## config.mk

```make
export PLATFORM = sky130hd
export DESIGN_NAME = bpad_div
export DESIGN_NICKNAME = d
export VERILOG_FILES = /design/src/rtl/bpad_div.sv
export SDC_FILE = /design/constraint.sdc
export NUM_CORES = 1
export LEC_CHECK = 0
export BUFFER_PORTS_ARGS = -buffer_cell sky130_fd_sc_hd__buf_2
export CELL_PAD_IN_SITES_DETAIL_PLACEMENT = 1
export CELL_PAD_IN_SITES_GLOBAL_PLACEMENT = 1
export CORE_UTILIZATION = 30
export CTS_CLUSTER_SIZE = 8
export DETAILED_ROUTE_END_ITERATION = 10
export MAX_ROUTING_LAYER = met4
export PLACE_DENSITY_LB_ADDON = 0.25
export SKIP_LAST_GASP = 1
export SYNTH_ARGS = -nofsm -noshare
export SYNTH_HDL_FRONTEND = slang
export SYNTH_SLANG_ARGS = --single-unit
export TNS_END_PERCENT = 1
```

## constraint.sdc

```tcl
create_clock -name clk -period 7.9 [get_ports clk]
set_input_delay 0.395 -clock clk [delete_from_list [all_inputs] [get_ports clk]]
set_output_delay 0.395 -clock clk [all_outputs]
set_load 0.01 [all_outputs]
```

## src/rtl/bpad_div.sv

```systemverilog
// Restoring divider, one quotient bit per cycle.
// Computes floor(num / den) for a 47-bit numerator; depends on nothing else.
module bpad_div #(
  parameter int NumW = 47,
  parameter int DenW = 31
) (
  input  logic            clk,
  input  logic            rst,
  input  logic            start,
  input  logic [NumW-1:0] num,
  input  logic [DenW-1:0] den,
  output logic            done,
  output logic [NumW-1:0] quo
);
  localparam int CntW = $clog2(NumW + 1);

  logic [DenW:0]   rem;
  logic [NumW-1:0] sh;
  logic [DenW-1:0] dv;
  logic [CntW-1:0] cnt;
  logic            busy;
  logic [DenW:0]   trial;
  logic            fits;

  assign trial = {rem[DenW-1:0], sh[NumW-1]};
  assign fits  = trial >= {1'b0, dv};

  always_ff @(posedge clk) begin
    if (rst) begin
      busy <= 1'b0;
      done <= 1'b0;
      cnt  <= '0;
    end else begin
      done <= 1'b0;
      if (start) begin
        busy <= 1'b1;
        cnt  <= CntW'(NumW);
        rem  <= '0;
        sh   <= num;
        dv   <= den;
        quo  <= '0;
      end else if (busy) begin
        rem <= fits ? trial - {1'b0, dv} : trial;
        sh  <= {sh[NumW-2:0], 1'b0};
        quo <= {quo[NumW-2:0], fits};
        cnt <= cnt - 1'b1;
        if (cnt == CntW'(1)) begin
          busy <= 1'b0;
          done <= 1'b1;
        end
      end
    end
  end
endmodule

```

## Word-level counts from Yosys, hierarchy flattened

Cells that the tools add are included.

| operators by class | value |
|---|---|
| order comparisons | 1 |
| $mul | 0 |
| add/subtract/negate cells | 2 |
| bitwise logic cells | 2 |
| div/mod/pow operators | 0 |
| mux-type cells | 11 |
| reduce and logical (&&, ||, !) cells | 5 |
| eq/ne operators | 1 |
| shift-type cells | 0 |

Operators with widths:

| kind | number |
|---|---|
| 47-bit 2-to-1 mux | 3 |
| 31-bit 2-to-1 mux | 2 |
| 32-bit by 31-bit greater-or-equal comparator with 1-bit output | 1 |
| 31-bit subtractor | 1 |
| 6-bit 2-to-1 mux | 2 |
| 6-bit by 1-bit == test with 1-bit output, second input constant | 1 |
| 6-bit by 1-bit subtractor with 6-bit output, second input constant | 1 |
| 1-bit 2-to-1 mux | 4 |
| 2-bit AND reduction | 2 |
| 3-bit OR reduction | 1 |
| 1-bit inverter | 2 |
| 2-bit nonzero test | 1 |
| 2-bit OR reduction | 1 |

| storage, ports and cells | value |
|---|---|
| bits in latches | 0 |
| register bits | 164 |
| memories kept | 0 |
| RAM bits | 0 |
| output and inout port bits | 48 |
| ROM bits | 0 |

## Longest topological paths before layout

Gate-level depths: netlist (run 1).

| depth | value |
|---|---|
| depth after elaboration | 4 |
| mapped depth | 13 |

## Worst setup path after synthesis (run 1)

OpenSTA, ideal clock, no wires.

| timing | value |
|---|---|
| path type | input to register |
| start point | in start |
| end point | reg quo[0], enable pin |
| arrival | 6449 ps |
| path slack | 840 ps |
| stages | 5 |
| library setup time | 612 ps |
| cell sequence | clkbuf_1 > clkbuf_1 > clkbuf_1 > nor2_1 > nor2_1 |

| on the way | value |
|---|---|
| word-level cells in the longest chain between the ends | 2 |

Ends and longest elaborated chain:

| element | RTL line | source |
|---|---|---|
| start, declared | 9 | `input logic start,` |
| 2-bit nonzero test (no source line) | n/a |  |
| 2-bit AND reduction (no source line) | n/a |  |
| end signal, assigned | 45 | `quo <= {quo[NumW-2:0], fits};` |
| end, declared | 13 | `output logic [NumW-1:0] quo` |

No other way between the ends.
A chain may end at the register's enable or synchronous reset.

## Worst setup path after layout (run 1)

| timing | value |
|---|---|
| start point | reg rem[1] |
| end point | reg rem[27] (data pin) |

| on the way | value |
|---|---|
| word-level cells in the longest chain between the ends | 3 |

Ends and longest elaborated chain:

| element | RTL line | source |
|---|---|---|
| start, declared | 17 | `logic [DenW:0] rem;` |
| start signal, assigned | 43 | `rem <= fits ? trial - {1'b0, dv} : trial;` |
| 31-bit subtractor / 32-bit by 31-bit greater-or-equal comparator with 1-bit output (equally long branches) | 43, 26 |  |
| 31-bit 2-to-1 mux * | 43 |  |
| 31-bit 2-to-1 mux * | 42 | `end else if (busy) begin` |

Mark *: on every way between the ends. The rest lies on a longest branch, timed or not. The select of a mux whose other input is x is not followed.

==> run summary, run 1 <==
status = complete, no violations
fraction of layout instances using a drive strength above 1 = 0.276
Iteration-0 DRC Markers = 279
wl on met1 = 8.84 mm
leakage = 0.00383 uW
Sink Count = 164
DR vias = 5494
final hold vios = 0
syn nets = 792
syn avg cell area = 12.2 sq um
Fillers = 2924
remaining routing DRC violations = 0
Max FO, Critical Path = 26
initial antenna violation count = 8
TritonCTS Buffers = 17
All-Layer GR Usage = 0.144
routed len/inst = 16.5 um
setup tns final = 0 ns
RSZ-0062 raised after global routing = no
highest routed layer = met4
Post-Route WL = 19.0 mm
hold slack = 0.132 ns
critical-path cell list = ha_1, nor2b_4, o31ai_2, a21oi_2, o31a_1, o2111ai_2, and2_1, nor4_1, a311o_1
Die Area = 0.0282 sq mm
Final setup viols = 0
Pre-antenna DRT Iters = 4
wire length on met2 = 8.70 mm
CP endpoint kind = flip-flop
Worst EP required = 8.08 ns
hold_buf cts = 0
clock-pin slew on the worst setup and hold paths = 0.07 ns
Initial Utilization = 0.306
Synth Register Bits = 164
GP Congestion = 0.794
H-tree depth = 4
Hold Path Class = in -> reg
WP depth = 9
Async SR Flop Fraction = 0
Power Density = 236 mW/mm^2
Crit Path Category = reg -> reg
Post-Synthesis Cells = 677
vias in the first global route = 5866
grt ovf = 0
die width = 168 um
synth warn = 0
FMAX = 272 MHz
EDFF count, synth = 156
Worst Tran Pin Value = 1.27 ns
minimum clock period = 3.67 ns
IO Port Bufs = 128
DIE HEIGHT = 168 um
sequential fraction of the synthesis area = 0.587
clock skew = 0.0138 ns
slowest CP cell = and2_1
Post-Syn Area = 0.00826 sq mm
first-pass GRT wire length = 30.8 mm
final max-slew violation count = 0
CP delay by family, top = compound AO/OA/AOI/OAI gates
buffer and inverter count on the worst path = 0
Max-Cap Viols = 0
flop2flop setup slack = 4.23 ns
Final ANT Viol Nets = 0
count of standard-cell rows = 60
post-CTS setup buffers = 0
Resized cells post-CTS = 0
Reg2Reg Depth = 9
core footprint = 0.0270 sq mm
Post-DP HPWL = 12.8 mm
Max rail drop VDD = 0.000139 V
worst hold path depth = 1
Synth Flop Type = edfxtp_1
Top Ports = 129
Worst Path Arrival = 3.85 ns
Area Overhead vs Synth = 18.9%
Worst path max stage delay = 1.03 ns
slew margin rel. = 0.153
wire length on met3 = 1.33 mm
clk root buf = clkbuf_16
Clk Latency, worst-skew pair = 0.43 ns
Final period util = 0.465
largest net degree at the start of global routing = 72
TritonCTS clock tree = done
vias per inst = 4.75
Cell variety after synth = 61
Layout Nets = 910
Critical Path Source Type = flip-flop
Max Buffers Root-to-Sink = 2
-- routing by layer --
metal / vias to the layer above / GRT usage
met1: 2656 / 0.174
li1: 2711 / -
met5: - / -
met2: 116 / 0.226
met4: 0 / 0.0375
met3: 11 / 0.0534
-- per-stage QoR --
step | util | power [uW] | worst slack (ns) | area (sq um) | instances
floorplan | - | 1400 | 0.840 | 8260 | 677
global placement | 0.342 | 1510 | 4.32 | 9220 | 1117
detailed placement | 0.342 | 1510 | 4.26 | 9220 | 1117
CTS | 0.363 | 2360 | 4.22 | 9790 | 1148
global route | 0.364 | 2430 | 3.98 | 9810 | 1156
finish | 0.364 | 2310 | 4.23 | 9820 | 1157
-- where the power goes --
part	switching, uW	internal (uW)
combinational	250	176
sequential	27.4	1030
clock	380	445
total	658	1660
-- final timing paths --
check,startpoint,endpoint
min reg2reg,sh[41],sh[42]
max,rem[1],rem[27]
min,den[22],dv[22]
max reg2reg,rem[1],rem[27]
-- kinds of logic (layout without fill, tap and decap cells) --
family / Yosys count / after routing / share of synthesized area
other: 0 / 9 / 0
AO/OA/AOI/OAI: 130 / 130 / 0.106
XOR/XNOR: 27 / 27 / 0.0286
adder cells (fa/ha/maj): 34 / 34 / 0.0524
flip-flops: 164 / 164 / 0.587
multiplexers: 46 / 46 / 0.0627
AND/OR/NAND/NOR: 205 / 205 / 0.127
buffers and inverters: 71 / 201 / 0.0359
-- cell usage in the layout, fill, tap and decap left out, types with 3 or more instances in the layout --
| cell | netlist | final |
|---|---|---|
| a211oi_1 | 9 | 9 |
| a21boi_0 | 3 | 3 |
| a21o_1 | 10 | 10 |
| a21oi_1 | 45 | 45 |
| a311oi_1 | 3 | 3 |
| a31oi_1 | 5 | 5 |
| and2_1 | 5 | 5 |
| buf_2 | 9 | 127 |
| buf_4 | 3 | 5 |
| clkbuf_16 | 0 | 17 |
| clkinvlp_4 | 0 | 3 |
| dfxtp_1 | 8 | 8 |
| diode_2 | 0 | 9 |
| edfxtp_1 | 156 | 156 |
| ha_1 | 33 | 33 |
| inv_1 | 38 | 38 |
| inv_6 | 0 | 3 |
| inv_8 | 0 | 3 |
| mux2_2 | 46 | 46 |
| nand2_1 | 56 | 56 |
| nand2b_1 | 3 | 3 |
| nand3_1 | 6 | 6 |
| nand3b_1 | 6 | 6 |
| nand4_1 | 7 | 7 |
| nor2_1 | 44 | 43 |
| nor2b_1 | 49 | 48 |
| nor3_1 | 8 | 8 |
| nor4_1 | 5 | 5 |
| nor4b_1 | 3 | 3 |
| o21a_1 | 5 | 5 |
| o21ai_0 | 12 | 12 |
| o21ai_1 | 9 | 9 |
| o21bai_1 | 5 | 5 |
| o31ai_1 | 3 | 3 |
| xnor2_1 | 18 | 18 |
| xor2_1 | 9 | 9 |
-- layout make-up --
class                      count  area [sq um]  area share
tap                          341           427      0.0435
clock inverter                13           146      0.0149
multi-input combinational    442          3130       0.319
inverter                      38           143      0.0145
antenna                        9          22.5     0.00229
sequential                   164          4840       0.493
timing repair buffer         132           673      0.0686
clock buffer                  18           429      0.0437
-- synth_stat cells (3+ instances only) --
master,number,area [sq um]
nor2b_1,49,307
nor4_1,5,31.3
a311oi_1,3,26.3
mux2_2,46,518
buf_2,9,45.0
nand2b_1,3,18.8
nor3_1,8,40.0
clkbuf_1,18,67.6
edfxtp_1,156,4680
nand3b_1,6,45.0
o21ai_0,12,60.1
and2_1,5,31.3
nand4_1,7,43.8
buf_4,3,22.5
o21a_1,5,37.5
a211oi_1,9,67.6
ha_1,33,413
o31ai_1,3,22.5
xor2_1,9,78.8
a21o_1,10,75.1
o21ai_1,9,45.0
dfxtp_1,8,160
a31oi_1,5,31.3
a21boi_0,3,22.5
xnor2_1,18,158
o21bai_1,5,37.5
nor4b_1,3,26.3
a21oi_1,45,225
nand2_1,56,210
inv_1,38,143
nand3_1,6,30.0
nor2_1,44,165
-- registers in the layout, summed over array words and instances (netlist names) --
| signal | count |
|---|---|
| busy | 1 |
| cnt | 6 |
| done | 1 |
| dv | 31 |
| quo | 47 |
| rem | 31 |
| sh | 47 |
Power figures use the tool's default switching activity.
==> run 2, diff against run 1 <==
==> constraint.sdc (replaced) <==
create_clock -name clk -period 3 [get_ports clk]
set_input_delay 0.15 -clock clk [delete_from_list [all_inputs] [get_ports clk]]
set_output_delay 0.15 -clock clk [all_outputs]
set_load 0.01 [all_outputs]
==> run 2 against run 1 <==
Combinational power rose to 3.0 times the previous value; count of clock-buffer cells in the layout is the same; final area up 7.8%.
==> run summary, run 2 (synthesis gave the netlist of run 1 again) <==
Worst Tran Pin Value = 0.628 ns (-0.642 ns)
most frequent cells in the layout = 156 x edfxtp_1, 127 x buf_2, 60 x dlygate4sd3_1
TritonCTS Buffers = 17 (unchanged)
Clk Latency, worst-skew pair = 0.44 ns (about the same)
Initial Utilization = 0.306 (unchanged)
Area Overhead vs Synth = 28.2%
status = complete, no violations
FMAX = 358 MHz (+32%)
Power Density = 583 mW/mm^2 (+150%)
vias per inst = 4.70 (-1.1%)
largest net degree at the start of global routing = 108 (+50%)
initial antenna violation count = 5 (-3)
Placed Area = 0.00940 sq mm (+2.0%)
RSZ-0062 raised after global routing = yes
Post-DP HPWL = 13.5 mm (+5.4%)
Pre-antenna DRT Iters = 6 (+2)
worst flop-to-flop path startpoint = sh[46]
fraction of layout instances using a drive strength above 1 = 0.276 (about the same)
TritonCTS clock tree = done
DR vias = 5793 (+5.4%)
Max-Cap Viols = 0 (unchanged)
die width = 168 um (unchanged)
Hold Path Origin = num[13]
Max Buffers Root-to-Sink = 2 (unchanged)
total power = 6170 uW (+170%)
Final period util = 0.931 (+0.466)
Final setup viols = 0 (unchanged)
grt ovf = 0 (unchanged)
Iteration-0 DRC Markers = 220 (-21%)
CP Launch Point = sh[46]
clock-pin slew on the worst setup and hold paths = 0.08 ns (about the same)
core footprint = 0.0270 sq mm (unchanged)
Worst Path Arrival = 2.96 ns (-0.89 ns)
All-Layer GR Usage = 0.153 (+0.00855)
Top Ports = 129 (unchanged)
final max-slew violation count = 0 (unchanged)
Max rail drop VDD = 0.000408 V (+190%)
worst hold path depth = 2 (+1)
H-tree depth = 4 (unchanged)
Fillers = 2882 (-1.4%)
remaining routing DRC violations = 0 (unchanged)
Sink Count = 164 (unchanged)
hold slack = 0.0191 ns (-0.113 ns)
Die Area = 0.0282 sq mm (unchanged)
Final ANT Viol Nets = 0 (unchanged)
leakage = 0.00419 uW (+9.4%)
Critical Path Source Type = flip-flop
clk root buf = clkbuf_16
vias in the first global route = 6206 (+5.8%)
Reg2Reg Depth = 12 (+3)
clock skew = 0.0137 ns (-0.0000615 ns)
Max FO, Critical Path = 21 (-19%)
most common cell after layout, fill and taps aside = edfxtp_1
Hold Path Class = in -> reg
GP Congestion = 0.762 (-4.1%)
DIE HEIGHT = 168 um (unchanged)
Crit Path Category = reg -> reg
Design Area, Final = 0.0106 sq mm (+7.8%)
count of standard-cell rows = 60 (unchanged)
Layout Nets = 989 (+8.7%)
CP endpoint kind = flip-flop
slew margin rel. = 0.582 (+0.428)
IO Port Bufs = 128 (unchanged)
routed len/inst = 16.3 um (-0.82%)
biggest regs = quo x47, sh x47
Worst EP required = 3.17 ns (-4.91 ns)
final hold vios = 0 (unchanged)
first-pass GRT wire length = 32.4 mm (+5.0%)
minimum clock period = 2.79 ns (-0.880 ns)
Post-Route WL = 20.1 mm (+5.7%)
-- run 2: cell count changes in the layout (fill, tap and decap cells not counted), moves of 2 or more --
| cell | before | now |
|---|---|---|
| dlygate4sd3_1 | 0 | 60 |
| buf_4 | 5 | 21 |
| diode_2 | 9 | 5 |
| buf_12 | 0 | 3 |
| clkinv_2 | 0 | 2 |
| clkinvlp_4 | 3 | 1 |
| inv_6 | 3 | 5 |
-- run 2: final timing paths --
kind                            endpoint  slack (ns)
worst min register to register    sh[37]        0.54
worst max register to register   rem[15]        0.21
worst max-delay path             rem[15]        0.21
worst min-delay path              sh[13]        0.02
-- run 2: layout make-up --
| type | instances | area, sq um | area share |
|---|---|---|---|
| Antenna cell | 5 | 12.5 | 0.00118 |
| Clock buffer | 18 | 429 | 0.0405 |
| Clock inverter | 14 | 121 | 0.0115 |
| Inverter | 38 | 143 | 0.0135 |
| Multi-Input combinational cell | 442 | 3160 | 0.298 |
| Sequential cell | 164 | 4840 | 0.458 |
| Tap cell | 341 | 427 | 0.0403 |
| Timing Repair Buffer | 211 | 1450 | 0.137 |
-- run 2: repair_timing --
item / in CTS / in global routing
endpoints found under the hold margin: 60 / 0
hold buffers: 60 / 0
resized for setup: 0 / 5
setup buffers: 0 / 0
setup endpoints to repair: 0 / 20
-- run 2: through the flow --
stage / setup TNS, ns / cells / worst slack (ns) / util
finish: 0 / 1233 / 0.208 / 0.393
global route: -0.0497 / 1233 / -0.0304 / 0.393
CTS: 0 / 1228 / 0.0741 / 0.391
detailed placement: 0 / 1136 / 0.105 / 0.349
global placement: 0 / 1136 / 0.225 / 0.349
floorplan: 0 / 677 / 0.0137 / -
-- run 2: critical path: stages (launching register included) --
cell and delay (ns):
edfxtp_1 0.39, inv_1 0.07, ha_1 0.18, fa_2 0.26, nor2b_4 0.05, o31ai_2 0.23
a21oi_2 0.10, o31a_1 0.29, o2111ai_2 0.28, nand2_2 0.26, buf_12 0.23, o211ai_1 0.10
a21oi_1 0.09
-- run 2: report_power, final --
part           internal [uW]  switching [uW]
Combinational            572             695
Clock                   1090            1020
Sequential              2720            75.6
Total                   4380            1790
-- run 2: routing by layer --
metal  up-vias  share of wire  GRT usage
li1       2864              -          -
met1      2804           0.47      0.189
met2       114           0.47      0.239
met3        11          0.052     0.0465
met4         0         0.0075     0.0459
met5         -              0          -
==> run 3, diff against run 2 <==
--- a/config.mk
+++ b/config.mk
@@ -8,11 +8,12 @@
 export BUFFER_PORTS_ARGS = -buffer_cell sky130_fd_sc_hd__buf_2
 export CELL_PAD_IN_SITES_DETAIL_PLACEMENT = 1
 export CELL_PAD_IN_SITES_GLOBAL_PLACEMENT = 1
+export CORE_MARGIN = 2
 export CORE_UTILIZATION = 30
 export CTS_CLUSTER_SIZE = 8
 export DETAILED_ROUTE_END_ITERATION = 10
 export MAX_ROUTING_LAYER = met4
-export PLACE_DENSITY_LB_ADDON = 0.25
+export PLACE_DENSITY = 0.62
 export SKIP_LAST_GASP = 1
 export SYNTH_ARGS = -nofsm -noshare
 export SYNTH_HDL_FRONTEND = slang
==> run 3 against run 2 <==
Setup slack worse by 0.078 ns; count of clock-buffer cells in the layout unchanged; power up 4.0%; register-to-register slack worse by 0.08 ns; final cell count down 0.24%; hold slack better by 0.0037 ns; non-clock buffer count down 2.
==> run summary, run 3 (synthesis gave the netlist of run 1 again) <==
Final ANT Viol Nets = 0 (unchanged)
die width = 170 um (+1.2%)
GP Congestion = 0.758 (-0.55%)
Iteration-0 DRC Markers = 263 (+20%)
biggest regs = quo x47, sh x47
Worst path max stage delay = 0.38 ns (about the same)
remaining routing DRC violations = 0 (unchanged)
flop2flop setup slack = 0.13 ns (-0.08 ns)
Area Overhead vs Synth = 28.8%
minimum clock period = 2.87 ns (+0.0776 ns)
Max rail drop VDD = 0.000363 V (-11%)
Crit Path Category = reg -> reg
clock-pin slew on the worst setup and hold paths = 0.07 ns (about the same)
Post-DP HPWL = 13.7 mm (+1.1%)
largest net degree at the start of global routing = 91 (-16%)
final max-slew violation count = 0 (unchanged)
Final Core Density = 0.394 (+0.000761)
count of standard-cell rows = 60 (unchanged)
Hold Path Origin = num[13]
Critical Path Source Type = flip-flop
capturing point of the worst reg2reg path = rem[26]
Place WS = 0.0812 ns (-0.0237 ns)
slowest CP cell = edfxtp_1
IO Port Bufs = 128 (unchanged)
first-pass GRT wire length = 33.7 mm (+4.2%)
clock skew = 0.0182 ns (+0.00448 ns)
Hold Path Class = in -> reg
vias in the first global route = 6298 (+1.5%)
TritonCTS clock tree = done
Fillers = 2952 (+2.4%)
slew margin rel. = 0.595 (+0.0136)
leakage = 0.00421 uW (+0.31%)
Die Area = 0.0289 sq mm (+2.4%)
final hold vios = 0 (unchanged)
critical-path cell list = inv_1, ha_1, fa_2, nor2b_4, o31ai_2, a21oi_2, buf_4, a21bo_1, a21o_1, a2111oi_4, o21ai_1, a311oi_1
Max FO, Critical Path = 4 (-81%)
fraction of layout instances using a drive strength above 1 = 0.275 (-0.00164)
Top Ports = 129 (unchanged)
worst hold path depth = 2 (unchanged)
Pre-antenna DRT Iters = 4 (-2)
Max Buffers Root-to-Sink = 2 (unchanged)
area of the multi-input gates = 0.00316 sq mm (+0.12%)
Hold Path Sink = sh[13]
Worst EP required = 3.25 ns (+0.08 ns)
clk root buf = clkbuf_16
Worst Path Arrival = 3.12 ns (+0.16 ns)
DR vias = 5814 (+0.36%)
TritonCTS Buffers = 17 (unchanged)
initial antenna violation count = 4 (-1)
most common cell after layout, fill and taps aside = edfxtp_1
grt ovf = 0 (unchanged)
vias per inst = 4.73 (+0.61%)
Sequential Area = 0.00484 sq mm (unchanged)
Final period util = 0.957 (+0.0259)
DIE HEIGHT = 170 um (+1.2%)
Sink Count = 164 (unchanged)
H-tree depth = 4 (unchanged)
RSZ-0062 raised after global routing = yes
Worst Tran Pin Value = 0.607 ns (-0.0203 ns)
Post-Route WL = 20.5 mm (+2.1%)
Reg2Reg Depth = 12 (unchanged)
total power = 6420 uW (+4.0%)
status = complete, no violations
Max-Cap Viols = 0 (unchanged)
All-Layer GR Usage = 0.154 (+0.00145)
most frequent cells in the layout = 156 x edfxtp_1, 127 x buf_2, 62 x dlygate4sd3_1
FMAX = 348 MHz (-2.7%)
Power Density = 604 mW/mm^2 (+3.5%)
final worst slack = 0.130 ns (-0.0776 ns)
Clk Latency, worst-skew pair = 0.44 ns (about the same)
CP endpoint kind = flip-flop
core footprint = 0.0270 sq mm (+0.28%)
worst flop-to-flop path startpoint = sh[46]
Initial Utilization = 0.306 (-0.000851)
routed len/inst = 16.7 um (+2.3%)
Final setup viols = 0 (unchanged)
Layout Nets = 987 (-0.20%)
run 3: cell types whose count changed in the layout (fill, tap and decap cells not counted), moves of 2 or more:
cell           delta
buf_4             -3
a211oi_1          -2
dlygate4sd3_1     +2
bufinv_16         +3
a211oi_2          +2
run 3: cell type report:
cell class,count,area share
clock buffer,18,0.0403
sequential,164,0.455
tap,341,0.0401
timing repair buffer,209,0.135
antenna,4,0.000941
inverter,38,0.0134
multi-input combinational,442,0.297
clock inverter,14,0.0181
run 3: through the flow:
stage / instances / TNS, ns / hold slack [ns] / cell area, sq um
after floorplan: 677 / 0 / 0.249 / 8280
after global placement: 1131 / 0 / 0.329 / 9350
after detailed placement: 1131 / 0 / 0.329 / 9350
after CTS: 1225 / 0 / 0.00179 / 10600
after global routing: 1230 / -0.0492 / 0.00982 / 10600
final: 1230 / 0 / 0.0228 / 10600
run 3: per-layer routing:
layer / routed length (um) / global-route usage / vias up
met1: 9390 / 0.189 / 2837
li1: - / - / 2850
met3: 1130 / 0.0474 / 14
met4: 189 / 0.0435 / 0
met2: 9830 / 0.246 / 113
met5: 0 / - / -
run 3: repair_timing:
item | CTS | global route
setup endpoints to repair | 0 | 29
hold buffers | 62 | 0
buffers inserted | 0 | 1
endpoints found under the hold margin | 62 | 0
gates resized for setup | 0 | 6
run 3: where the power goes:
part	total (uW)	internal (uW)	switching [uW]
Combinational	1260	561	701
Clock	2360	1340	1020
Sequential	2800	2720	74.6
run 3: worst max-delay path: cells and delay by family (launching register included):
kind,cells,cell delay (ns)
AO/OA/AOI/OAI,7,1.55
adder cells (fa/ha/maj),2,0.46
AND/OR/NAND/NOR,1,0.05
buffers and inverters,2,0.23
flip-flops,1,0.38
run 3: how the worst max path moves through the flow:
stage,cells past startpoint,startpoint,endpoint,slack (ns)
after floorplan,5,start,quo[0],0.01
after CTS,12,sh[46],rem[20],0.03
after detailed placement,11,sh[46],rem[23],0.08
final,12,sh[46],rem[26],0.13
after global placement,12,sh[46],rem[26],0.15
after global routing,12,sh[46],rem[26],-0.04
